File: src/design/dde_pkg.sv
// ----------------------------------------------------------------------------
// dde_pkg: shared types and constants for the odometry goal-steer unit
// fixed-point constants, register map, controller states and datapath commands
// ----------------------------------------------------------------------------
package dde_pkg;

  // cordic configuration
  localparam int unsigned CORDIC_STEPS_DEF = 16;
  localparam int unsigned ATAN_LEN         = 24;

  // divider length, one quotient bit per cycle
  localparam int unsigned DIV_STEPS = 48;

  // shared multiplier operand and product widths
  localparam int unsigned MA_W = 37;
  localparam int unsigned MB_W = 25;
  localparam int unsigned MP_W = MA_W + MB_W;

  // q16.16 angle constants at 22 bits, two pi also at 20 bits, and the inverse cordic gain
  localparam logic signed [21:0] PI22      = 22'sd205887;
  localparam logic signed [21:0] HALF_PI22 = 22'sd102944;
  localparam logic signed [21:0] TWO_PI22  = 22'sd411775;
  localparam logic [19:0]        TWO_PI_U  = 20'd411775;
  localparam logic signed [37:0] INV_K38   = 38'sd39797;
  localparam logic signed [24:0] INV_K25   = 25'sd39797;

  // drive limits in q16.16
  localparam logic [23:0]        LIN_MAX = 24'd9830400;
  localparam logic signed [45:0] ANG_MAX = 46'sd6553600;

  // register reset values
  localparam logic [15:0] RADIUS_RST = 16'd1966;
  localparam logic [19:0] BASE_RST   = 20'd9830;
  localparam logic [23:0] LGAIN_RST  = 24'd6553600;
  localparam logic [23:0] AGAIN_RST  = 24'd3276800;
  localparam logic [15:0] TOL_RST    = 16'd1638;

  // register indexes
  typedef enum logic [2:0] {
    REG_RADIUS = 3'd0,
    REG_BASE   = 3'd1,
    REG_LGAIN  = 3'd2,
    REG_AGAIN  = 3'd3,
    REG_GOAL_X = 3'd4,
    REG_GOAL_Y = 3'd5,
    REG_TOL    = 3'd6
  } reg_idx_e;

  typedef struct packed {
    logic [15:0]        wheel_radius;
    logic [19:0]        wheel_base;
    logic [23:0]        linear_gain;
    logic [23:0]        angular_gain;
    logic signed [31:0] goal_x;
    logic signed [31:0] goal_y;
    logic [15:0]        arrive_tolerance;
  } cfg_t;

  // controller states
  typedef enum logic [4:0] {
    S_IDLE, S_MDIFF, S_DINIT, S_MSUM, S_TRAV, S_DIV, S_COURSE, S_RINIT, S_ROT,
    S_RDONE, S_MCOS, S_ADDX, S_MSIN, S_ADDY, S_VINIT, S_VEC, S_MMAG, S_DIST,
    S_MLIN, S_MANG, S_DRIVE, S_OUT
  } state_e;

  // datapath operations
  typedef enum logic [4:0] {
    OP_NONE, OP_LOAD, OP_MDIFF, OP_DINIT, OP_MSUM, OP_TRAV, OP_DSTEP, OP_COURSE,
    OP_RINIT, OP_CSTEP, OP_RDONE, OP_MCOS, OP_ADDX, OP_MSIN, OP_ADDY, OP_VINIT,
    OP_MMAG, OP_DIST, OP_MLIN, OP_MANG, OP_DRIVE, OP_OUT
  } op_e;

  typedef struct packed {
    op_e        op;
    logic [5:0] iter;
  } cmd_t;

  // arctangent of 2^-i in q16.16, rounded to nearest
  function automatic logic [15:0] atan_entry(input logic [4:0] i);
    logic [15:0] r;
    case (i)
      5'd0:    r = 16'd51472;
      5'd1:    r = 16'd30386;
      5'd2:    r = 16'd16055;
      5'd3:    r = 16'd8150;
      5'd4:    r = 16'd4091;
      5'd5:    r = 16'd2047;
      5'd6:    r = 16'd1024;
      5'd7:    r = 16'd512;
      5'd8:    r = 16'd256;
      5'd9:    r = 16'd128;
      5'd10:   r = 16'd64;
      5'd11:   r = 16'd32;
      5'd12:   r = 16'd16;
      5'd13:   r = 16'd8;
      5'd14:   r = 16'd4;
      5'd15:   r = 16'd2;
      5'd16:   r = 16'd1;
      default: r = 16'd0;
    endcase
    return r;
  endfunction

  // single wrap by 2pi into [-pi, pi]
  function automatic logic signed [21:0] wrap_pi(input logic signed [21:0] a);
    logic signed [21:0] r;
    r = a;
    if (a > PI22) begin
      r = a - TWO_PI22;
    end else if (a < -PI22) begin
      r = a + TWO_PI22;
    end
    return r;
  endfunction

  // saturate to 32 bit signed
  function automatic logic signed [31:0] sat32(input logic signed [46:0] v);
    logic signed [31:0] r;
    r = v[31:0];
    if (v > 47'sd2147483647) begin
      r = 32'sh7fffffff;
    end else if (v < -47'sd2147483648) begin
      r = 32'sh80000000;
    end
    return r;
  endfunction

endpackage

File: src/design/dde_regs.sv
// ----------------------------------------------------------------------------
// dde_regs: configuration register file
// apb-style write and read access to the seven steering registers
// ----------------------------------------------------------------------------
module dde_regs import dde_pkg::*; (
  input  logic        clk_i,
  input  logic        rst_ni,
  input  logic        psel,
  input  logic        penable,
  input  logic        pwrite,
  input  logic [4:0]  paddr,
  input  logic [31:0] pwdata,
  output logic [31:0] prdata,
  output logic        pready,
  output cfg_t        cfg_o
);

  cfg_t     cfg_q;
  reg_idx_e idx;
  logic     wr_en;

  assign idx    = reg_idx_e'(paddr[4:2]);
  assign wr_en  = psel & penable & pwrite;
  assign pready = 1'b1;
  assign cfg_o  = cfg_q;

  // register writes
  always_ff @(posedge clk_i or negedge rst_ni) begin
    if (!rst_ni) begin
      cfg_q.wheel_radius     <= RADIUS_RST;
      cfg_q.wheel_base       <= BASE_RST;
      cfg_q.linear_gain      <= LGAIN_RST;
      cfg_q.angular_gain     <= AGAIN_RST;
      cfg_q.goal_x           <= '0;
      cfg_q.goal_y           <= '0;
      cfg_q.arrive_tolerance <= TOL_RST;
    end else if (wr_en) begin
      case (idx)
        REG_RADIUS: cfg_q.wheel_radius     <= pwdata[15:0];
        REG_BASE:   cfg_q.wheel_base       <= pwdata[19:0];
        REG_LGAIN:  cfg_q.linear_gain      <= pwdata[23:0];
        REG_AGAIN:  cfg_q.angular_gain     <= pwdata[23:0];
        REG_GOAL_X: cfg_q.goal_x           <= pwdata;
        REG_GOAL_Y: cfg_q.goal_y           <= pwdata;
        REG_TOL:    cfg_q.arrive_tolerance <= pwdata[15:0];
        default: ;
      endcase
    end
  end

  // read mux
  always_comb begin
    case (idx)
      REG_RADIUS: prdata = {16'd0, cfg_q.wheel_radius};
      REG_BASE:   prdata = {12'd0, cfg_q.wheel_base};
      REG_LGAIN:  prdata = {8'd0, cfg_q.linear_gain};
      REG_AGAIN:  prdata = {8'd0, cfg_q.angular_gain};
      REG_GOAL_X: prdata = cfg_q.goal_x;
      REG_GOAL_Y: prdata = cfg_q.goal_y;
      REG_TOL:    prdata = {16'd0, cfg_q.arrive_tolerance};
      default:    prdata = '0;
    endcase
  end

endmodule

File: config.mk
export PLATFORM = sky130hd
export DESIGN_NAME = dde_regs
export DESIGN_NICKNAME = d
export VERILOG_FILES = /design/src/design/dde_pkg.sv /design/src/design/dde_regs.sv
export SDC_FILE = /design/constraint.sdc
export NUM_CORES = 1
export LEC_CHECK = 0
export BUFFER_PORTS_ARGS = -buffer_cell sky130_fd_sc_hd__buf_2
export CORE_UTILIZATION = 35
export DETAILED_ROUTE_END_ITERATION = 16
export PLACE_DENSITY = 0.68
export SLEW_MARGIN = 20
export SYNTH_ARGS = -nofsm -noshare
export SYNTH_HDL_FRONTEND = slang
export SYNTH_SLANG_ARGS = --single-unit
File: constraint.sdc
create_clock -name clk_i -period 1.9 [get_ports clk_i]
set_input_delay 0.095 -clock clk_i [delete_from_list [all_inputs] [get_ports clk_i]]
set_output_delay 0.095 -clock clk_i [all_outputs]
set_load 0.02 [all_outputs]
# After elaboration in Yosys (flattened, before gate mapping)
# Index checks and enable logic that the tools add are counted.
dict set report op_classes {
  eq_ne 6
  mux 1
  bitwise_logic 2
  n_reduce_logical 8
}
# operator count
set ops {}
lappend ops {{32-bit one-hot mux with 7 select lines} 1}
lappend ops {{2-bit AND reduction} 7}
lappend ops {{3-bit equality test, second input constant} 3}
lappend ops {{3-bit by 2-bit equality test with 1-bit output, second input constant} 2}
lappend ops {{3-bit by 1-bit equality test with 1-bit output, second input constant} 1}
lappend ops {{3-bit zero test} 1}
lappend ops {{1-bit AND} 2}
dict set report word_totals {
  ff_bits 164
  input_bits 42
  out_inout_bits 197
  wordCells 24
}

# Longest topological paths before layout
dict set report depth {
  ltp_word 3
  mapped_depth 6
  ltp_nobuf 3
}

# Worst setup path after synthesis
# OpenSTA, ideal clock, no wires.
dict set report synth_timing {
  path_type {input -> output}
  startpoint {input port paddr[3]}
  endpoint {output port prdata[0]}
  t_arrival_ps 1568
  required_ps 1805
  slack_ps 237
  stages 6
  path_buffers 4
  path_cell_list {clkbuf_1 buf_2 buf_4 buf_2 a211oi_1 o31ai_1}
}
dict set report synth_between {
  elab_chain_len 2
  word_cells_on_any_way 8
  classes_between {eq/ne: 6; mux: 1; reduce/logical: 1}
}
# element line
set synth_lines {}
lappend synth_lines {{start: declaration} dde_regs.sv:11} ;# input logic [4:0] paddr,
lappend synth_lines {{3-bit equality test (tied with other cells)} dde_regs.sv:53} ;# case (idx)
lappend synth_lines {{32-bit one-hot mux with 7 select lines (*)} dde_regs.sv:53}
lappend synth_lines {{end: declaration} dde_regs.sv:13} ;# output logic [31:0] prdata,
# Every way passes the cells marked *; elsewhere a longest branch is shown, timed or not.

# Worst setup path in the final report
dict set report layout_timing {
  startpoint {input port paddr[4]}
  endpoint {output port prdata[1]}
}
# Same word-level chain as after synthesis.

==> run metrics <==
Slew Limit Fails 0; max layer used met4; Rel. slew slack 0.525; first-pass GRT wire length 33800 um; Placer Congestion 0.774; Hold Startpoint pwdata[1]; Area Growth Syn to Fin 34.6%; Num Clock Sinks 164; routed via count 5694; aggregate global routing overflow 0; Max Clock Freq 0.554 GHz; TritonCTS Buffers 17; area of the core 21100 um2; leakage power 5.02 nW; CTS Root Cell clkbuf_16; n_diodes 0; syn avg cell area 14.0 um2; Synth Flop Type dfrtp_1; Clk Latency, worst-skew pair 410 ps; Tightest Pin Transition 712 ps; Cell variety after synth 34; IO Pins 239; Initial Util 0.359; Yosys top cell area share 0.453; worst clock skew 0 ps; Longest Clk Path Bufs 2; worst path required time 1800 ps; Worst Hold Depth 2; pin count of the biggest net entering global routing 47; fin crit share 0.950; Routed wire per std cell 19.9 um; crit path DAT 1710 ps; post-synthesis mux area share 0.297; WL met3 1420 um; clk slew on worst S/H paths 60 ps; Worst R2R Start cfg_o[144]$_DFFE_PN0P_; compound-gate portion of the synthesized area 0.0773; yosys warns 0; cell count after synthesis 541; final hold vios 0; H-Tree Depth 4; CTS tree built; RR Endpoint cfg_o[144]$_DFFE_PN0P_; Reg2Reg Depth 1; Die Wd 149 um; WL met1 9800 um; Worst Hold Endpoint cfg_o[129]$_DFFE_PN1P_; WS Path Type in2out; XOR/XNOR Fraction of Synth Area 0; Tmin final 1810 ps; setup_tns 0 ps; RSZ-0062 raised after global routing false; die area 22200 um2; Post-synth ARST share 1.00; Largest register FFs 164; maximum fanout along the worst path 43; Total GRT Usage 0.202; adder-cell share of the synthesized area 0; layout cells sized above 1 0.612; synth top area cells dfrtp_1 (45%), mux2_2 (25%), dfstp_2 (9.4%); # setup viols final 0; Filler cells 1884; Final nets 862; vias in the first global route 5859; DP Area 9320 um2; run status finished clean; final std cell area, no fill 10200 um2; crit path launch type primary input; Final ANT Viol Nets 0; DRT Wirelength 22000 um; met2 WL 10400 um; Die Ht 149 um; worst reg-to-reg setup slack 1070 ps; max-capacitance violation count 0; Post-synth EDFFs 0; Critical Path End Type primary output; largest family of logic cells by synthesized area multiplexers; VDD IR-drop max 544 uV; Buffers on Ports 235; Std-Cell Rows 53; post-synthesis sequential element count 164; Worst Hold Class in2reg; initial antenna violation count 0; Post-DP HPWL 15200 um; 1st-iter DRT viols 212; drt first pass iters 6; post-synthesis simple-gate area fraction 0.0502; Seq/Total Area, Yosys 0.546; PwrDens 1110 nW/um2; syn nets 583; post-synth top area cell dfrtp_1; Mapped Area 7570 um2; via/cell ratio 5.14; Residual DRC 0
[how the worst max path moves through the flow]
stage,cells past startpoint,end,from
6_report,6,prdata[1],paddr[4]
4_1_cts,4,prdata[15],cfg_o[143]$_DFFE_PN0P_
5_1_grt,4,prdata[1],cfg_o[149]$_DFFE_PN1P_
3_5_place_dp,5,prdata[15],paddr[3]
2_1_floorplan,6,prdata[0],paddr[3]
3_3_place_gp,6,prdata[1],paddr[4]
[area by class of cell]
class	instances	area, um2	share of cell area
Clock buffer	24	482	0.0473
Sequential cell	164	4140	0.406
Multi-Input combinational cell	333	3260	0.320
Inverter	2	7.51	0.000737
Clock inverter	8	78.8	0.00773
Tap cell	275	344	0.0338
Timing Repair Buffer	302	1890	0.185
[what timing repair did]
item                       CTS  global route
buffers inserted             0             0
hold endpoints to repair   169             0
gates resized for setup      0             2
hold buffers                30             0
setup endpoints to repair    0             1
[cells in the mapped netlist, drive strengths merged, types with 2 or more instances]
cell type and number:
a221o 2, clkbuf 17, mux2 177, inv 2, a221oi 14, nand4b 11, o211ai 5, buf 25
mux2i 22, a21boi 10, o21ai 5, nor2b 13, a222oi 10, a21o 5, dfstp 27, or3 2
nor2 21, o2bb2ai 2, o31ai 10, and3b 2, nand2b 3, a211oi 10, dfrtp 137, nand3b 5
[power breakdown]
part / internal (mW) / switching (mW) / leakage (nW)
sequential: 4.26 / 0.543 / 2.03
combinational: 1.37 / 1.88 / 2.71
clock: 1.91 / 1.38 / 0.274
[through the flow]
stage                     utilization  hold WS [ps]  setup slack [ps]  std cells  power, mW
final                           0.483          30.6              94.5       1108       11.4
after global routing            0.483          12.0              2.01       1108       11.9
after CTS                       0.483          5.14              2.09       1108       11.5
after detailed placement        0.442          64.4              37.7       1046       8.08
after global placement          0.442          66.3               114       1046       8.02
after floorplan                     -          -201               237        541       6.76
[layout by cell type, fill, tap and decap left out, types with 3 or more instances in the layout]
cell           Yosys  routed
mux2_2           165     165
mux2i_1           22      22
dfstp_2           27      27
clkinv_4           0       3
buf_12             0      10
clkbuf_8           0       3
nor2_4             0       4
buf_4              5      27
clkbuf_1          17       4
a21boi_0          10      10
a222oi_1          10      10
o31ai_1           10      10
nand3b_1           5       5
a211oi_1          10      10
nand2b_1           3       3
dfrtp_1          137     137
dlygate4sd3_1      0      30
mux2_4            10      10
clkinv_2           0       3
a21o_1             5       5
nor2_1            19      16
nor2b_1           13      12
o21ai_0            5       5
a221oi_1          14      13
o211ai_1           5       5
buf_2             19     234
clkbuf_16          0      17
nand4b_1          10      10
[critical path, cell delays in order]
cell	delay, ps
buf_2	110
buf_12	220
and3b_1	660
a222oi_1	240
o31ai_1	140
buf_2	230
[cells by family after synthesis]
logic type | after synthesis
mux | 199
other cells | 1
simple gates | 60
buf+inv | 44
flops | 164
compound gates | 73
[routing by layer]
metal  up-vias  global-route usage
li1       2587                   -
met1      2895               0.268
met2       184               0.319
met3        28              0.0498
met4         0              0.0719
met5         -                   0
No activity file was read; power rests on OpenSTA's default activity.
