### src/design/dde_pkg.sv
// ----------------------------------------------------------------------------
// dde_pkg: shared types and constants for the odometry goal-steer unit
// fixed-point constants, register map, controller states and datapath commands
// ----------------------------------------------------------------------------
package dde_pkg;

  // cordic configuration
  localparam int unsigned CORDIC_STEPS_DEF = 16;
  localparam int unsigned ATAN_LEN         = 24;

  // divider length, one quotient bit per cycle
  localparam int unsigned DIV_STEPS = 48;

  // shared multiplier operand and product widths
  localparam int unsigned MA_W = 37;
  localparam int unsigned MB_W = 25;
  localparam int unsigned MP_W = MA_W + MB_W;

  // q16.16 angle constants at 22 bits, two pi also at 20 bits, and the inverse cordic gain
  localparam logic signed [21:0] PI22      = 22'sd205887;
  localparam logic signed [21:0] HALF_PI22 = 22'sd102944;
  localparam logic signed [21:0] TWO_PI22  = 22'sd411775;
  localparam logic [19:0]        TWO_PI_U  = 20'd411775;
  localparam logic signed [37:0] INV_K38   = 38'sd39797;
  localparam logic signed [24:0] INV_K25   = 25'sd39797;

  // drive limits in q16.16
  localparam logic [23:0]        LIN_MAX = 24'd9830400;
  localparam logic signed [45:0] ANG_MAX = 46'sd6553600;

  // register reset values
  localparam logic [15:0] RADIUS_RST = 16'd1966;
  localparam logic [19:0] BASE_RST   = 20'd9830;
  localparam logic [23:0] LGAIN_RST  = 24'd6553600;
  localparam logic [23:0] AGAIN_RST  = 24'd3276800;
  localparam logic [15:0] TOL_RST    = 16'd1638;

  // register indexes
  typedef enum logic [2:0] {
    REG_RADIUS = 3'd0,
    REG_BASE   = 3'd1,
    REG_LGAIN  = 3'd2,
    REG_AGAIN  = 3'd3,
    REG_GOAL_X = 3'd4,
    REG_GOAL_Y = 3'd5,
    REG_TOL    = 3'd6
  } reg_idx_e;

  typedef struct packed {
    logic [15:0]        wheel_radius;
    logic [19:0]        wheel_base;
    logic [23:0]        linear_gain;
    logic [23:0]        angular_gain;
    logic signed [31:0] goal_x;
    logic signed [31:0] goal_y;
    logic [15:0]        arrive_tolerance;
  } cfg_t;

  // controller states
  typedef enum logic [4:0] {
    S_IDLE, S_MDIFF, S_DINIT, S_MSUM, S_TRAV, S_DIV, S_COURSE, S_RINIT, S_ROT,
    S_RDONE, S_MCOS, S_ADDX, S_MSIN, S_ADDY, S_VINIT, S_VEC, S_MMAG, S_DIST,
    S_MLIN, S_MANG, S_DRIVE, S_OUT
  } state_e;

  // datapath operations
  typedef enum logic [4:0] {
    OP_NONE, OP_LOAD, OP_MDIFF, OP_DINIT, OP_MSUM, OP_TRAV, OP_DSTEP, OP_COURSE,
    OP_RINIT, OP_CSTEP, OP_RDONE, OP_MCOS, OP_ADDX, OP_MSIN, OP_ADDY, OP_VINIT,
    OP_MMAG, OP_DIST, OP_MLIN, OP_MANG, OP_DRIVE, OP_OUT
  } op_e;

  typedef struct packed {
    op_e        op;
    logic [5:0] iter;
  } cmd_t;

  // arctangent of 2^-i in q16.16, rounded to nearest
  function automatic logic [15:0] atan_entry(input logic [4:0] i);
    logic [15:0] r;
    case (i)
      5'd0:    r = 16'd51472;
      5'd1:    r = 16'd30386;
      5'd2:    r = 16'd16055;
      5'd3:    r = 16'd8150;
      5'd4:    r = 16'd4091;
      5'd5:    r = 16'd2047;
      5'd6:    r = 16'd1024;
      5'd7:    r = 16'd512;
      5'd8:    r = 16'd256;
      5'd9:    r = 16'd128;
      5'd10:   r = 16'd64;
      5'd11:   r = 16'd32;
      5'd12:   r = 16'd16;
      5'd13:   r = 16'd8;
      5'd14:   r = 16'd4;
      5'd15:   r = 16'd2;
      5'd16:   r = 16'd1;
      default: r = 16'd0;
    endcase
    return r;
  endfunction

  // single wrap by 2pi into [-pi, pi]
  function automatic logic signed [21:0] wrap_pi(input logic signed [21:0] a);
    logic signed [21:0] r;
    r = a;
    if (a > PI22) begin
      r = a - TWO_PI22;
    end else if (a < -PI22) begin
      r = a + TWO_PI22;
    end
    return r;
  endfunction

  // saturate to 32 bit signed
  function automatic logic signed [31:0] sat32(input logic signed [46:0] v);
    logic signed [31:0] r;
    r = v[31:0];
    if (v > 47'sd2147483647) begin
      r = 32'sh7fffffff;
    end else if (v < -47'sd2147483648) begin
      r = 32'sh80000000;
    end
    return r;
  endfunction

endpackage

### src/design/dde_ctrl.sv
// ----------------------------------------------------------------------------
// dde_ctrl: sequencing state machine
// steps the datapath through odometry, cordic, division and drive laws
// ----------------------------------------------------------------------------
module dde_ctrl import dde_pkg::*; #(
  parameter int unsigned CORDIC_STEPS = CORDIC_STEPS_DEF
) (
  input  logic clk_i,
  input  logic rst_ni,
  input  logic in_valid_i,
  output logic in_stall_o,
  output logic out_valid_o,
  input  logic out_stall_i,
  output cmd_t cmd_o
);

  localparam int unsigned NSTEPS = (CORDIC_STEPS < ATAN_LEN) ? CORDIC_STEPS : ATAN_LEN;

  state_e     state_q, state_d;
  logic [5:0] cnt_q, cnt_d;
  logic       out_valid_q, out_valid_d;
  logic       accept, out_free, load_out;
  logic       div_last, cor_last;

  assign in_stall_o  = (state_q != S_IDLE);
  assign accept      = in_valid_i & ~in_stall_o;
  assign out_free    = ~out_valid_q | ~out_stall_i;
  assign load_out    = (state_q == S_OUT) & out_free;
  assign div_last    = (cnt_q == 6'(DIV_STEPS - 1));
  assign cor_last    = (cnt_q == 6'(NSTEPS - 1));
  assign out_valid_o = out_valid_q;

  // next state
  always_comb begin
    state_d = state_q;
    case (state_q)
      S_IDLE:   if (accept) state_d = S_MDIFF;
      S_MDIFF:  state_d = S_DINIT;
      S_DINIT:  state_d = S_MSUM;
      S_MSUM:   state_d = S_TRAV;
      S_TRAV:   state_d = S_DIV;
      S_DIV:    if (div_last) state_d = S_COURSE;
      S_COURSE: state_d = S_RINIT;
      S_RINIT:  state_d = S_ROT;
      S_ROT:    if (cor_last) state_d = S_RDONE;
      S_RDONE:  state_d = S_MCOS;
      S_MCOS:   state_d = S_ADDX;
      S_ADDX:   state_d = S_MSIN;
      S_MSIN:   state_d = S_ADDY;
      S_ADDY:   state_d = S_VINIT;
      S_VINIT:  state_d = S_VEC;
      S_VEC:    if (cor_last) state_d = S_MMAG;
      S_MMAG:   state_d = S_DIST;
      S_DIST:   state_d = S_MLIN;
      S_MLIN:   state_d = S_MANG;
      S_MANG:   state_d = S_DRIVE;
      S_DRIVE:  state_d = S_OUT;
      S_OUT:    if (out_free) state_d = S_IDLE;
      default:  state_d = S_IDLE;
    endcase
  end

  // iteration counter and output word valid
  always_comb begin
    cnt_d = '0;
    if ((state_q == S_DIV) || (state_q == S_ROT) || (state_q == S_VEC)) begin
      cnt_d = cnt_q + 6'd1;
    end
    out_valid_d = out_valid_q & out_stall_i;
    if (load_out) begin
      out_valid_d = 1'b1;
    end
  end

  // datapath commands
  always_comb begin
    cmd_o.iter = cnt_q;
    case (state_q)
      S_IDLE:   cmd_o.op = accept ? OP_LOAD : OP_NONE;
      S_MDIFF:  cmd_o.op = OP_MDIFF;
      S_DINIT:  cmd_o.op = OP_DINIT;
      S_MSUM:   cmd_o.op = OP_MSUM;
      S_TRAV:   cmd_o.op = OP_TRAV;
      S_DIV:    cmd_o.op = OP_DSTEP;
      S_COURSE: cmd_o.op = OP_COURSE;
      S_RINIT:  cmd_o.op = OP_RINIT;
      S_ROT:    cmd_o.op = OP_CSTEP;
      S_RDONE:  cmd_o.op = OP_RDONE;
      S_MCOS:   cmd_o.op = OP_MCOS;
      S_ADDX:   cmd_o.op = OP_ADDX;
      S_MSIN:   cmd_o.op = OP_MSIN;
      S_ADDY:   cmd_o.op = OP_ADDY;
      S_VINIT:  cmd_o.op = OP_VINIT;
      S_VEC:    cmd_o.op = OP_CSTEP;
      S_MMAG:   cmd_o.op = OP_MMAG;
      S_DIST:   cmd_o.op = OP_DIST;
      S_MLIN:   cmd_o.op = OP_MLIN;
      S_MANG:   cmd_o.op = OP_MANG;
      S_DRIVE:  cmd_o.op = OP_DRIVE;
      S_OUT:    cmd_o.op = out_free ? OP_OUT : OP_NONE;
      default:  cmd_o.op = OP_NONE;
    endcase
  end

  // state registers
  always_ff @(posedge clk_i or negedge rst_ni) begin
    if (!rst_ni) begin
      state_q     <= S_IDLE;
      cnt_q       <= '0;
      out_valid_q <= 1'b0;
    end else begin
      state_q     <= state_d;
      cnt_q       <= cnt_d;
      out_valid_q <= out_valid_d;
    end
  end

  // checks
  a_accept_starts : assert property (@(posedge clk_i) disable iff (!rst_ni)
    accept |=> (state_q == S_MDIFF)) else $error("accepted word did not start work");

  a_div_bound : assert property (@(posedge clk_i) disable iff (!rst_ni)
    (state_q == S_DIV) |-> (cnt_q < 6'(DIV_STEPS))) else $error("divider overran");

  a_cordic_bound : assert property (@(posedge clk_i) disable iff (!rst_ni)
    ((state_q == S_ROT) || (state_q == S_VEC)) |-> (cnt_q < 6'(NSTEPS)))
    else $error("cordic overran");

  a_valid_src : assert property (@(posedge clk_i) disable iff (!rst_ni)
    $rose(out_valid_q) |-> $past(state_q == S_OUT)) else $error("stray output word");

endmodule

### config.mk
export PLATFORM = sky130hd
export DESIGN_NAME = dde_ctrl
export DESIGN_NICKNAME = d
export VERILOG_FILES = /design/src/design/dde_pkg.sv /design/src/design/dde_ctrl.sv
export SDC_FILE = /design/constraint.sdc
export NUM_CORES = 1
export LEC_CHECK = 0
export ABC_AREA = 0
export BUFFER_PORTS_ARGS = -buffer_cell sky130_fd_sc_hd__buf_2
export CORE_ASPECT_RATIO = 0.9
export CORE_MARGIN = 2
export CORE_UTILIZATION = 45
export DETAILED_ROUTE_END_ITERATION = 6
export GPL_ROUTABILITY_DRIVEN = 0
export GPL_TIMING_DRIVEN = 0
export PLACE_DENSITY_LB_ADDON = 0.15
export SLEW_MARGIN = 20
export SYNTH_ARGS = -nofsm -noshare
export SYNTH_HDL_FRONTEND = slang
export SYNTH_SLANG_ARGS = --single-unit
### constraint.sdc
create_clock -name clk_i -period 1.9 [get_ports clk_i]
set_input_delay 0.38 -clock clk_i [delete_from_list [all_inputs] [get_ports clk_i]]
set_output_delay 0.38 -clock clk_i [all_outputs]
set_load 0.01 [all_outputs]
# == Word level (Yosys, flattened, before mapping) ==
# Index checks and enable logic that the tools add are counted.
# classes
addsub,1
eq_ne,28
n_mux,11
n_bitwise,7
n_reduce_logical,6
# ops
operator,n
5-bit case mux with 22 select lines,1
5-bit case mux with 21 select lines,1
"5-bit by 4-bit == test with 1-bit output, second input constant",8
"5-bit == test, second input constant",6
5-bit 2-to-1 mux,6
"5-bit by 3-bit == test with 1-bit output, second input constant",4
"5-bit by 2-bit == test with 1-bit output, second input constant",2
"2-bit != test, second input constant",5
"6-bit by 1-bit adder with 6-bit output, second input constant",1
"6-bit by 4-bit == test with 1-bit output, second input constant",1
"6-bit == test, second input constant",1
6-bit 2-to-1 mux,1
"5-bit by 1-bit == test with 1-bit output, second input constant",1
5-bit logical NOT,1
5-bit AND reduction,1
5-bit nonzero test,1
1-bit bitwise AND,3
1-bit inverter,3
1-bit logical OR,2
1-bit 2-to-1 mux,2
2-bit OR reduction,1
1-bit OR,1
# totals
regBits,12
inputBits,4
output_inout_bits,13
word_cells,56

# == Logic depth before layout (Yosys ltp) ==
# Gate-level depths: netlist (run 1).
# logic_depth
ltp_word,5
mapped_depth,5
mapped_depth_nobuf,5

# == Worst setup path after synthesis (run 1) ==
# Ideal clock, no wire load.
# synth_path
path_kind,flip-flop to flip-flop
startpoint,register cnt_q[0]
endpoint,register state_q[0]
setup_time_ps,125
arrival_time_ps,1655
required_time_ps,1775
slack_ps,120
stages_incl_launch_ff,6
path_buffers,0
synth_period_minus_slack_ps,1780
path_cell_list,dfrtp_1 ha_1 nand4b_2 o311a_4 a211oi_4 mux2_4
# synth_between
elab_chain_len,3
elab_cells_between_ends,6
cone_classes,eq/ne: 5; reduce/logical: 1
# synth_lines
item,line,rtl
start: declaration,dde_ctrl.sv:20,"logic [5:0] cnt_q, cnt_d;"
start signal: assignment,dde_ctrl.sv:113,cnt_q <= cnt_d;
6-bit by 4-bit == test with 1-bit output / 6-bit == test (equally long branches),"dde_ctrl.sv:30, dde_ctrl.sv:29",
2-bit != test (no source line),n/a,
5-bit AND reduction (no source line) (*),n/a,
end signal: assignment,dde_ctrl.sv:112,state_q <= state_d;
end: declaration,dde_ctrl.sv:19,"state_e state_q, state_d;"
# Mark *: on every way between the ends. The rest lies on a longest branch, timed or not.
# A chain may end at the register's enable or synchronous reset.

==> results.md, run 1 <==
- The die is 43.5 µm tall.
- The signal on the critical path passes through buf_6 > buf_4 > a21oi_1 > o21ai_1 > o31ai_1 > buf_2.
- The initial antenna violation count is 0.
- Max-cap violations in this run came to 0.
- By count the netlist is led by 14 x sky130_fd_sc_hd__nor2_1, 12 x sky130_fd_sc_hd__dfrtp_1, 10 x sky130_fd_sc_hd__a21oi_1, 10 x sky130_fd_sc_hd__nand2_1.
- The fraction of final layout cells sized beyond drive strength 1 is 0.363.
- In this run the worst hold path is classified as primary input to flip-flop.
- The estimated wirelength of the detail-placed design is 1270 µm.
- The global-route met1 utilization is 0.292.
- By area the synthesized netlist is led by sky130_fd_sc_hd__dfrtp_1 38%, sky130_fd_sc_hd__nor2_1 6.7%, sky130_fd_sc_hd__a21oi_1 6.4%.
- At the worst endpoint, the required time is 1.52 ns.
- The global-route wire length before repair is 2890 µm.
- Synthesis handed over a netlist of 89 instances.
- The clock latency of the later-clocked register in the worst-skew pair is 0.27 ns.
- For this block, the initial DRC count from the detailed router was 14.
- The worst clock skew is 0.00533 ns.
- The leakage dissipation is 0.480 nW.
- The category of the most critical setup path is flip-flop to output port.
- The beginning of the critical path is state_q[1].
- The sequential element share of the synthesized area is 0.384.
- Before antenna repair, the detailed router went through 4 iterations.
- The cell with the most instances after synthesis is sky130_fd_sc_hd__nor2_1.
- The placeable core region is 1650 µm².
- The detailed-route DRC error count is 0.
- The maximum number of pins on one net before global-route repair is 13.
- The number of flops mapped to enable cells by yosys is 0.
- After clock tree synthesis, the clock-pin slew on the worst setup and hold paths is 0.07 ns.
- The launch point of the worst reg-to-reg path is cnt_q[0].
- For this run, global-route usage on met2 was measured as 0.267.
- sky130_fd_sc_hd__dfrtp_1 takes more of the synthesized area than any other cell.
- The final number of hold-violating endpoints is 0.
- Synthesis produced a netlist with a net count of 94.
- The start point of the worst min-delay path is out_stall_i.
- The root buffer cell chosen for the clock tree is sky130_fd_sc_hd__clkbuf_4.
- The met3 usage in global routing is 0.0625.
- The TritonCTS clock tree is built.
- The run finished with clean final reports.
- The number of slew-limit violations in the final report is 0.
- Once layout is complete, the utilization of the core stands at 0.602.
- STA classifies the critical path startpoint as a flip-flop.
- In this run the count of I/O pins placed on the die edge is 17.
- The number of nets with antenna violations after detailed routing is 0.
- The clock net in this run drives a total of 12 sinks.
- The post-place setup slack is 0.0427 ns.
- Power spread over the standard cell area amounts to 1640 nW/µm².
- Detailed routing inserted a total of 721 vias.
- Wires add up to 1770 µm.
- The number of diodes added for antenna fixing is 0.
- The starting density of the core is 0.475.
- The count of standard-cell rows is 14.
- The largest single stage delay on the critical path is 0.44 ns.
- The number of global-route vias before repair was 634.
- The Yosys step of the flow raised 0 warnings.
- The area growth from synthesis to layout is 26.7%.
- Dividing the detail-routed via count by the number of cells gives 5.26.
- The share of synthesized area in the top cell type comes to 0.384.
- In this run the mean area of a mapped cell was 8.79 µm².
- The floorplan step defined a die boundary enclosing 2090 µm².
- Yosys mapped the design onto 33 distinct sky130hd cell types.
- The chip width is 47.9 µm.
- For this run, asynchronously set or reset flops after synthesis account for 1.00.
- Setup repair after global routing could not meet its margin everywhere.
- The critical-path maximum fanout is 6.
- In this run, synthesis produced a sequential element count of 12.
- The remaining global-route overflow is 0.
- The buffer levels on the longest clock path is 2.
- The overall routing resource usage is 0.194.
- In the finished design, the share of the clock period the worst path needs comes to 0.978.
- The number of failing setup endpoints in the final timing report is 0.
- Buffers placed on the I/O ports in this run total 16.
- The number of buffers and inverters on the critical path is 3.
- The post-detailed-route wirelength per cell is 12.9 µm.
- The category of cells accounting for the largest share of critical-path delay is flip-flops.
- The top achievable clock speed is 538 MHz.
- Data on the critical path arrives at its endpoint at 1.48 ns.
- The slowest stage of the critical path is the sky130_fd_sc_hd__dfrtp_2 cell.
- At the pin with the least slew margin, the transition time is 0.514 ns.
- The worst setup slack after layout is 0.0412 ns.
- The worst setup path is captured at an output port.
- The routing layer with the top usage in global route is met1.
- The shortest clock period the worst path allows after layout is 1.86 ns.
- The remaining max-slew budget at the tightest pin is 0.657.
- The number of clock buffers inserted by TritonCTS is 3.
- The cell area after synthesis is 782 µm².
- The most instantiated flip-flop cell in the synthesis netlist is sky130_fd_sc_hd__dfrtp_1.
- The final net count is 120.
- In this run the number of H-tree levels came out at 1.
- The maximum vdd drop is 968 µV.
[cell type report]
type	count	area (µm²)
Tap cell	24	30.0
Multi-Input combinational cell	70	465
Fill cell	173	656
Inverter	2	7.51
Timing Repair Buffer	21	118
Buffer	5	45.0
Clock buffer	3	22.5
Sequential cell	12	303
[timing repair]
item / 4_1_cts / 5_1_grt
cloned: 0 / 1
resized for setup: 9 / 13
hold buffers: 1 / 0
endpoints found under the hold margin: 12 / 0
pin swaps: 0 / 1
setup endpoints to repair: 4 / 4
buffers inserted: 0 / 3
[final timing paths]
kind / end / slack (ns) / depth (start not counted)
min in group asynchronous: cnt_q[3] / 0.50 / 2
worst min-delay path: out_valid_o / 0.40 / 3
worst min register to register: cnt_q[0] / 0.50 / 1
worst max register to register: state_q[0] / 0.11 / 5
worst max-delay path: cmd_o[8] / 0.04 / 6
max in group asynchronous: state_q[1] / 1.16 / 2
[stage by stage]
stage	cells	area [µm²]	hold WS (ns)	total power [W]	setup TNS (ns)
2_1_floorplan	89	782	0.0844	0.00108	0
3_3_place_gp	129	892	0.265	0.00131	0
3_5_place_dp	129	892	0.272	0.00132	0
4_1_cts	133	940	0.384	0.00151	0
5_1_grt	137	991	0.400	0.00177	-0.0663
6_report	137	991	0.398	0.00163	0
[cell usage in the layout (no fill, tap or decap), types with 2 or more instances in the layout]
master                     instances
sky130_fd_sc_hd__xor2_1            2
sky130_fd_sc_hd__dfrtp_2           2
sky130_fd_sc_hd__inv_1             2
sky130_fd_sc_hd__clkbuf_4          4
sky130_fd_sc_hd__nand2_1          10
sky130_fd_sc_hd__dfrtp_1          10
sky130_fd_sc_hd__xnor2_1           2
sky130_fd_sc_hd__nor2_1           14
sky130_fd_sc_hd__nand3_1           3
sky130_fd_sc_hd__buf_2            17
sky130_fd_sc_hd__a21o_1            3
sky130_fd_sc_hd__a21oi_1          10
sky130_fd_sc_hd__buf_6             2
sky130_fd_sc_hd__buf_4             5
sky130_fd_sc_hd__nand2b_1          2
[kinds of logic after synthesis]
logic type      after synthesis  synth area share
compound gates               26             0.261
xor+xnor                      4            0.0448
fa+ha+maj                     1            0.0160
buf+inv                       7            0.0336
flops                        12             0.384
mux                           1            0.0192
simple gates                 38             0.242
[per-layer routing]
layer  vias to the layer above  wire, µm
met1                       337       886
li1                        366         -
met3                         4        66
met2                        14       800
met5                         -         0
met4                         0        20
[state kept, by name, summed over array words and instances (netlist names)]
| signal | flops |
|---|---|
| out_valid_o | 1 |
| state_q | 5 |
| cnt_q | 6 |
[worst register-to-register path, delay by kind of cell, from the launching register on]
| kind | cells | cell delay (ns) |
|---|---|---|
| DFF | 1 | 0.39 |
| adders and majority gates | 1 | 0.23 |
| muxes | 1 | 0.32 |
| and+or+nand+nor | 2 | 0.42 |
| AOI/OAI and AO/OA | 1 | 0.32 |
[where the power goes]
group / switching, W / total, W / internal (W)
clock network: 0.0000806 / 0.000154 / 0.0000735
logic: 0.000543 / 0.00105 / 0.000510
registers: 0.0000890 / 0.000420 / 0.000331
Power figures use the tool's default switching activity.
==> run 2: changes to the inputs <==
Settings changed: PLACE_DENSITY from default to 0.75, PLACE_DENSITY_LB_ADDON 0.15 to default.
==> run 2 against run 1 <==
Against the previous run: first-iteration DRC count up 7.1%; utilization rose by 1.4 points; sequential cell count unchanged; clock skew shrank 0.0033 ns; global-route usage hardly changed; worst setup slack improved by 0.0072 ns; die area unchanged; highest routed layer unchanged; register-to-register slack hardly changed; routed wire length grew 9.0%; via count is 5.1% higher; largest cell class unchanged; cell count decreased by 0.73%; non-clock buffer count down 1.
==> results.md, run 2 (synthesis gave the netlist of run 1 again) <==
- The library cells used most frequently in the layout, excluding fill and tap cells, are 17 x sky130_fd_sc_hd__buf_2, 13 x sky130_fd_sc_hd__nor2_1, 10 x sky130_fd_sc_hd__nand2_1, 10 x sky130_fd_sc_hd__a21oi_1, 9 x sky130_fd_sc_hd__dfrtp_1.
- In the routed layout, each cell is associated on average with a via count of 5.57.
- In this design, the stage delay of the slowest critical-path cell is 0.45 ns.
- The clock root buffer is sky130_fd_sc_hd__clkbuf_4.
- Setup violations remaining at the end of the flow were counted as 0.
- TritonCTS built the clock tree.
- In this run the tightest slew margin relative to its limit is 0.683.
- The clock net in this run drives a total of 12 sinks.
- The first TritonRoute pass finished after 4 iterations.
- The wire-length estimate of the detail-placed layout is 1240 µm.
- At the end of the flow the core is filled with cells to 0.616.
- The count of nets left with antenna violations once routing finished came out at 0.
- Entering global routing, the biggest net connects 13 pins.
- The worst path needs 1.85 ns of the cycle, external delays included.
- The floorplan has 14 rows.
- The height of the chip is 43.5 µm.
- The setup TNS is 0 ns.
- The beginning of the critical path is state_q[2].
- In this run, the number of DRC markers left after iteration 0 of detailed routing was 15.
- The part of the cycle the worst path needs is 0.975.
- The chip width is 47.9 µm.
- The commonest non-fill, non-tap cell in the layout is sky130_fd_sc_hd__buf_2.
- The final number of hold-violating endpoints is 0.
- The post-placement cell area is 892 µm².
- At the end of the flow, the number of nets in the layout was 119.
- The area of all placed cells without fillers is 1010 µm².
- For the pin with the worst max-slew slack, the measured transition is 0.475 ns.
- Walking the worst path, the cells encountered are and4bb_2 > a221oi_2 > a21oi_1 > buf_2.
- The remaining global-route overflow is 0.
- The first global-routing pass estimated 2870 µm of wire.
- The initial antenna violation count is 0.
- Summed over all nets, wire length on met3 after detailed routing comes to 134 µm.
- The total wirelength of the detailed-routed design is 1930 µm.
- The total vias in the final route is 758.
- By startpoint and endpoint, the worst setup path is classified as flip-flop to output port.
- The register with the most flip-flops in the layout has 6 of them.
- In this run the worst path has a maximum fanout of 7.
- The worst setup path is launched from a flip-flop.
- The CTS clock-pin slew for the worst setup and hold paths is 0.07 ns.
- The power per standard cell area is 1650 nW/µm².
- CTS built an H-tree with a depth of 1.
- For the worst-skew pair, the clock arrives at the later sink with an insertion delay of 0.27 ns.
- The buffer levels on the longest clock path is 2.
- The flow ran to the end, and the final reports show no timing, DRC or antenna violations.
- The depth of the worst register-to-register path is 5.
- The floorplan step defined a die boundary enclosing 2090 µm².
- Buffers placed on the I/O ports in this run total 16.
- The cell depth of the worst min-delay path is 3.
- IR analysis of the VDD net gives a maximum drop of 990 µV.
- The kind of capture point of the worst setup path is an output port.
- The detailed-route DRC error count is 0.
- The worst clock skew is 0.00204 ns.
- In this run the top signal layer used is met4.
- In this run the worst hold path is classified as primary input to flip-flop.
- Across every metal layer, demand over resource in global routing totals 0.194.
- The met2 wirelength from detailed routing is 969 µm.
- 17 I/O pins were placed.
- The arrival time reported for the critical path endpoint is 1.47 ns.
- Of the cells placed in the final design, the portion with a size suffix greater than 1 is 0.393.
- The final-layout fill cell count is 156.
- The placeable core region is 1650 µm².
- Setup repair after global routing could not meet its margin everywhere.
- The startpoint identified for the worst register-to-register timing path is cnt_q[0].
- Summed over all cells, the static leakage comes to 0.482 nW.
- The number of clock buffers inserted by TritonCTS is 3.
- The starting density of the core is 0.475.
- The number of slew-limit violations in the final report is 0.
- The post-detailed-route wirelength per cell is 14.2 µm.
- The top achievable clock speed is 540 MHz.
- The number of antenna diodes in the final layout is 0.
- The worst hold path begins at out_stall_i.
- The register bank with the most flops is cnt_q.
- The max-capacitance violation count is 0.
- At the worst endpoint, the required time is 1.52 ns.
- For this block, wires on met1 add up to 808 µm.
- The number of global-route vias before repair was 634.
- The worst-path cell with the longest stage delay is sky130_fd_sc_hd__dfrtp_2.
- The area added between synthesis and finish is 29.8%.
run 2: changes by cell type in the layout (fill, tap and decap cells not counted):
cell and delta:
sky130_fd_sc_hd__a31o_2 -1, sky130_fd_sc_hd__buf_4 -1, sky130_fd_sc_hd__dfrtp_1 -1, sky130_fd_sc_hd__a221oi_2 +1, sky130_fd_sc_hd__xor2_1 -1, sky130_fd_sc_hd__xor2_2 +1
sky130_fd_sc_hd__a221oi_1 -1, sky130_fd_sc_hd__a31o_4 +1, sky130_fd_sc_hd__dfrtp_2 +1, sky130_fd_sc_hd__nor2_4 +1, sky130_fd_sc_hd__nor2_1 -1
run 2: repair_timing:
item                       CTS  global route
setup buffers                0             2
hold buffers                 1             0
setup endpoints to repair    4             5
cloned                       0             1
pin swaps                    0             1
gates resized for setup      8            20
hold endpoints to repair    12             0
run 2: routing by layer:
metal	vias up	track usage
li1	363	-
met3	2	0.0750
met1	362	0.272
met2	31	0.296
met4	0	0.0162
met5	-	0
run 2: stage by stage:
step                instances  hold slack, ns  setup WS (ns)  total power (W)
detailed placement        129           0.272         0.0711          0.00132
floorplan                  89          0.0844          0.120          0.00108
global placement          129           0.265          0.107          0.00130
CTS                       133           0.398        0.00342          0.00151
finish                    136           0.435         0.0484          0.00167
global route              136           0.447        -0.0637          0.00182
run 2: worst max-delay path: cells and delay by family, from the launching register on:
| kind | cells | cell delay (ns) |
|---|---|---|
| AO/OA/AOI/OAI | 2 | 0.31 |
| flip-flops | 1 | 0.45 |
| AND/OR/NAND/NOR | 1 | 0.29 |
| buffers and inverters | 1 | 0.14 |
run 2: worst paths after layout:
| check | end | slack [ns] |
|---|---|---|
| max | cmd_o[6] | 0.05 |
| min reg2reg | cnt_q[0] | 0.49 |
| min | out_valid_o | 0.43 |
| max in group asynchronous | state_q[4] | 1.13 |
| min in group asynchronous | cnt_q[0] | 0.53 |
| max reg2reg | state_q[0] | 0.11 |
run 2: where the power goes:
group          internal (W)  switching (W)
Sequential         0.000333      0.0000931
Combinational      0.000513       0.000579
Clock             0.0000734      0.0000788
Total              0.000919       0.000751
run 2: layout make-up:
class,count,area [µm²],area share
inverter,2,7.51,0.00740
timing repair buffer,20,110,0.109
buffer,5,45.0,0.0444
clock buffer,3,22.5,0.0222
multi-input combinational,70,495,0.488
sequential,12,304,0.300
tap,24,30.0,0.0296
==> run 3: changes to the inputs <==
Settings changed: BUFFER_PORTS_ARGS -buffer_cell sky130_fd_sc_hd__buf_2 to default, CORE_ASPECT_RATIO 0.9 to default, DONT_BUFFER_PORTS from default to 1, PLACE_DENSITY 0.75 to 0.67.
==> run 3 against run 2 <==
Against the previous run: worst setup slack improved by 0.049 ns; die area barely moved; clock power fell by 5%; sequential share of layout area rose by 5.2 points; fmax rose by 2.7%; sequential cell count did not move; non-clock buffer count fell by 19; via count fell by 12%; largest cell class unchanged; worst hold slack got worse by 0.16 ns; utilization fell by 9.8 points.
==> results.md, run 3 (synthesis gave the netlist of run 1 again) <==
- The run finished with clean final reports.
- The power per standard cell area is 1630 nW/µm².
- The area used by sequential logic in the layout is 304 µm².
- The height of the chip is 45.7 µm.
- In this run the clock root is driven by a sky130_fd_sc_hd__clkbuf_4.
- The final net count is 100.
- The CTS clock-pin slew for the worst setup and hold paths is 0.06 ns.
- The final number of hold-violating endpoints is 0.
- The initial utilization of the core area, before any placement, comes to 0.468.
- The endpoint of the most critical register-to-register path is state_q[0].
- The maximum vdd drop is 748 µV.
- The TritonCTS clock tree is built.
- The area growth from synthesis to layout is 10.7%.
- Post-CTS timing repair inserted 0 buffers for setup.
- The register with the most flip-flops in the layout has 6 of them.
- The detail route stage leaves a number of antenna-violating nets equal to 0.
- The first routing iteration left 13 violations.
- The area of the die is 2090 µm².
- Headroom to the max-slew limit came out at 0.637.
- The multi-input combinational cells in the finished layout cover a total of 470 µm².
- Entering global routing, the biggest net connects 13 pins.
- The number of vias per cell is 6.05.
- The register bank with the most flops is cnt_q.
- The area of all placed cells without fillers is 866 µm².
- The worst register-to-register path has a depth of 5.
- The tightest min-delay check is of the primary input to flip-flop type.
- After detailed routing, the number of remaining DRC violations is 0.
- The remaining global-route overflow is 0.
- The critical-path maximum fanout is 4.
- Setup repair after global routing left no endpoint under its margin.
- The top achievable clock speed is 555 MHz.
- Summing all placed instances gives a cell area of 803 µm².
- The number of failing setup endpoints in the final timing report is 0.
- The number of global-route vias before repair is 552.
- For this design the static power due to leakage is 0.381 nW.
- The slew of the pin with the lowest slew margin is 0.542 ns.
- The buffer levels on the longest clock path is 2.
- The total wirelength of the detailed-routed design is 1550 µm.
- The path with the worst hold slack has its endpoint at out_valid_o.
- The number of port buffers is 0.
- The part of the cycle the worst path needs is 0.949.
- Along the worst hold path, the cell count comes to 2.
- Measured on the finished design, the core utilization comes to 0.518.
- The worst hold slack is 0.272 ns.
- The estimated wirelength of the detail-placed design is 1190 µm.
- The first detailed-routing pass ran for 4 iterations.
- The floorplan step set the die width to 45.7 µm.
- Buffers inserted during clock tree synthesis total 3.
- After filler insertion, the fill cell instance count of the layout stands at 157.
- The startpoint class of the critical path is a flip-flop.
- The global-route wire length before repair is 2570 µm.
- The clock latency of the later-clocked register in the worst-skew pair is 0.26 ns.
- The max-capacitance violation count is 0.
- The fraction of final layout cells sized beyond drive strength 1 is 0.226.
- In the final routed layout, each cell accounts on average for 14.1 µm.
- For this block, the via count after detailed routing is 666.
- The top cell types in the final layout, fill and taps aside, are 14 x sky130_fd_sc_hd__nor2_1, 10 x sky130_fd_sc_hd__nand2_1, 10 x sky130_fd_sc_hd__a21oi_1.
- The endpoint required time on the critical path is 2.05 ns.
- The clock period could shrink to 1.80 ns.
- The number of slew-limit violations in the final report was 0.
- The commonest non-fill, non-tap cell in the layout is sky130_fd_sc_hd__nor2_1.
- The count of standard-cell rows is 15.
- The arrival time reported for the critical path endpoint is 1.95 ns.
- The placeable core region is 1670 µm².
- The worst register-to-register path begins at cnt_q[0].
- The worst clock skew is 0.00120 ns.
- CTS saw 12 sinks.
- STA classifies the critical path endpoint as a flip-flop.
- The depth of the CTS H-tree is 1.
- The critical path is of the flip-flop to flip-flop type.
- 17 I/O pins were placed.
- The initial antenna violation count is 0.
- The number of diodes added for antenna fixing is 0.
- The startpoint identified for the worst hold timing path is out_stall_i.
- In this run the register-to-register setup slack is 0.1 ns.
- The overall routing resource usage is 0.171.
## run 3: cell count changes in the layout (fill, tap and decap cells not counted), moves of 2 or more
cell | before | now
sky130_fd_sc_hd__buf_4 | 4 | 0
sky130_fd_sc_hd__buf_2 | 17 | 1
sky130_fd_sc_hd__buf_6 | 2 | 0
sky130_fd_sc_hd__clkbuf_2 | 0 | 2
## run 3: stage by stage
stage	total power [W]	setup TNS [ns]	setup slack, ns	cells
after global routing	0.00153	0	0.00842	110
after floorplan	0.00108	0	0.120	89
final	0.00141	0	0.0973	110
after detailed placement	0.00122	-0.0306	-0.0306	106
after CTS	0.00140	0	0.0197	110
after global placement	0.00121	0	0.0149	106
## run 3: final cells by class
type,instances,share of cell area
inverter,2,0.00867
multi-input combinational,70,0.543
timing repair buffer,1,0.0116
tap,17,0.0246
buffer,5,0.0347
clock buffer,3,0.0260
sequential,12,0.351
## run 3: repair_timing
item / in CTS / in global routing
pin swaps: 1 / 0
gates cloned: 0 / 0
resized for setup: 6 / 9
endpoints found under the setup margin: 5 / 3
hold endpoints to repair: 12 / 0
hold buffers: 1 / 0
## run 3: power breakdown
| part | leakage (nW) | total [W] | switching [W] | internal [W] |
|---|---|---|---|---|
| Combinational | 0.215 | 0.000844 | 0.000490 | 0.000354 |
| Clock | 0.0138 | 0.000144 | 0.0000712 | 0.0000731 |
| Sequential | 0.153 | 0.000421 | 0.0000899 | 0.000331 |
| Total | 0.381 | 0.00141 | 0.000651 | 0.000758 |
## run 3: worst max-delay path by stage
stage / startpoint / to / slack [ns] / cells past startpoint
finish: cnt_q[0] / state_q[0] / 0.1 / 5
floorplan: cnt_q[0] / state_q[0] / 0.12 / 5
detailed placement: cnt_q[0] / state_q[0] / -0.03 / 5
global placement: cnt_q[0] / state_q[0] / 0.01 / 5
CTS: cnt_q[0] / state_q[0] / 0.02 / 5
global route: state_q[0] / cmd_o[8] / 0.008 / 5
## run 3: layer usage
metal  share of wire  up-vias  GRT usage
li1                -      326          -
met1            0.45      317      0.249
met2            0.48       23      0.248
met3           0.068        0     0.0635
met4               0        0     0.0176
met5               0        -          0
## run 3: worst max-delay path, stage by stage (launching register included)
cell and delay, ns:
sky130_fd_sc_hd__dfrtp_2 0.43, sky130_fd_sc_hd__ha_4 0.16, sky130_fd_sc_hd__nand4b_2 0.13, sky130_fd_sc_hd__o311a_4 0.35
sky130_fd_sc_hd__a211oi_4 0.28, sky130_fd_sc_hd__mux2_4 0.33
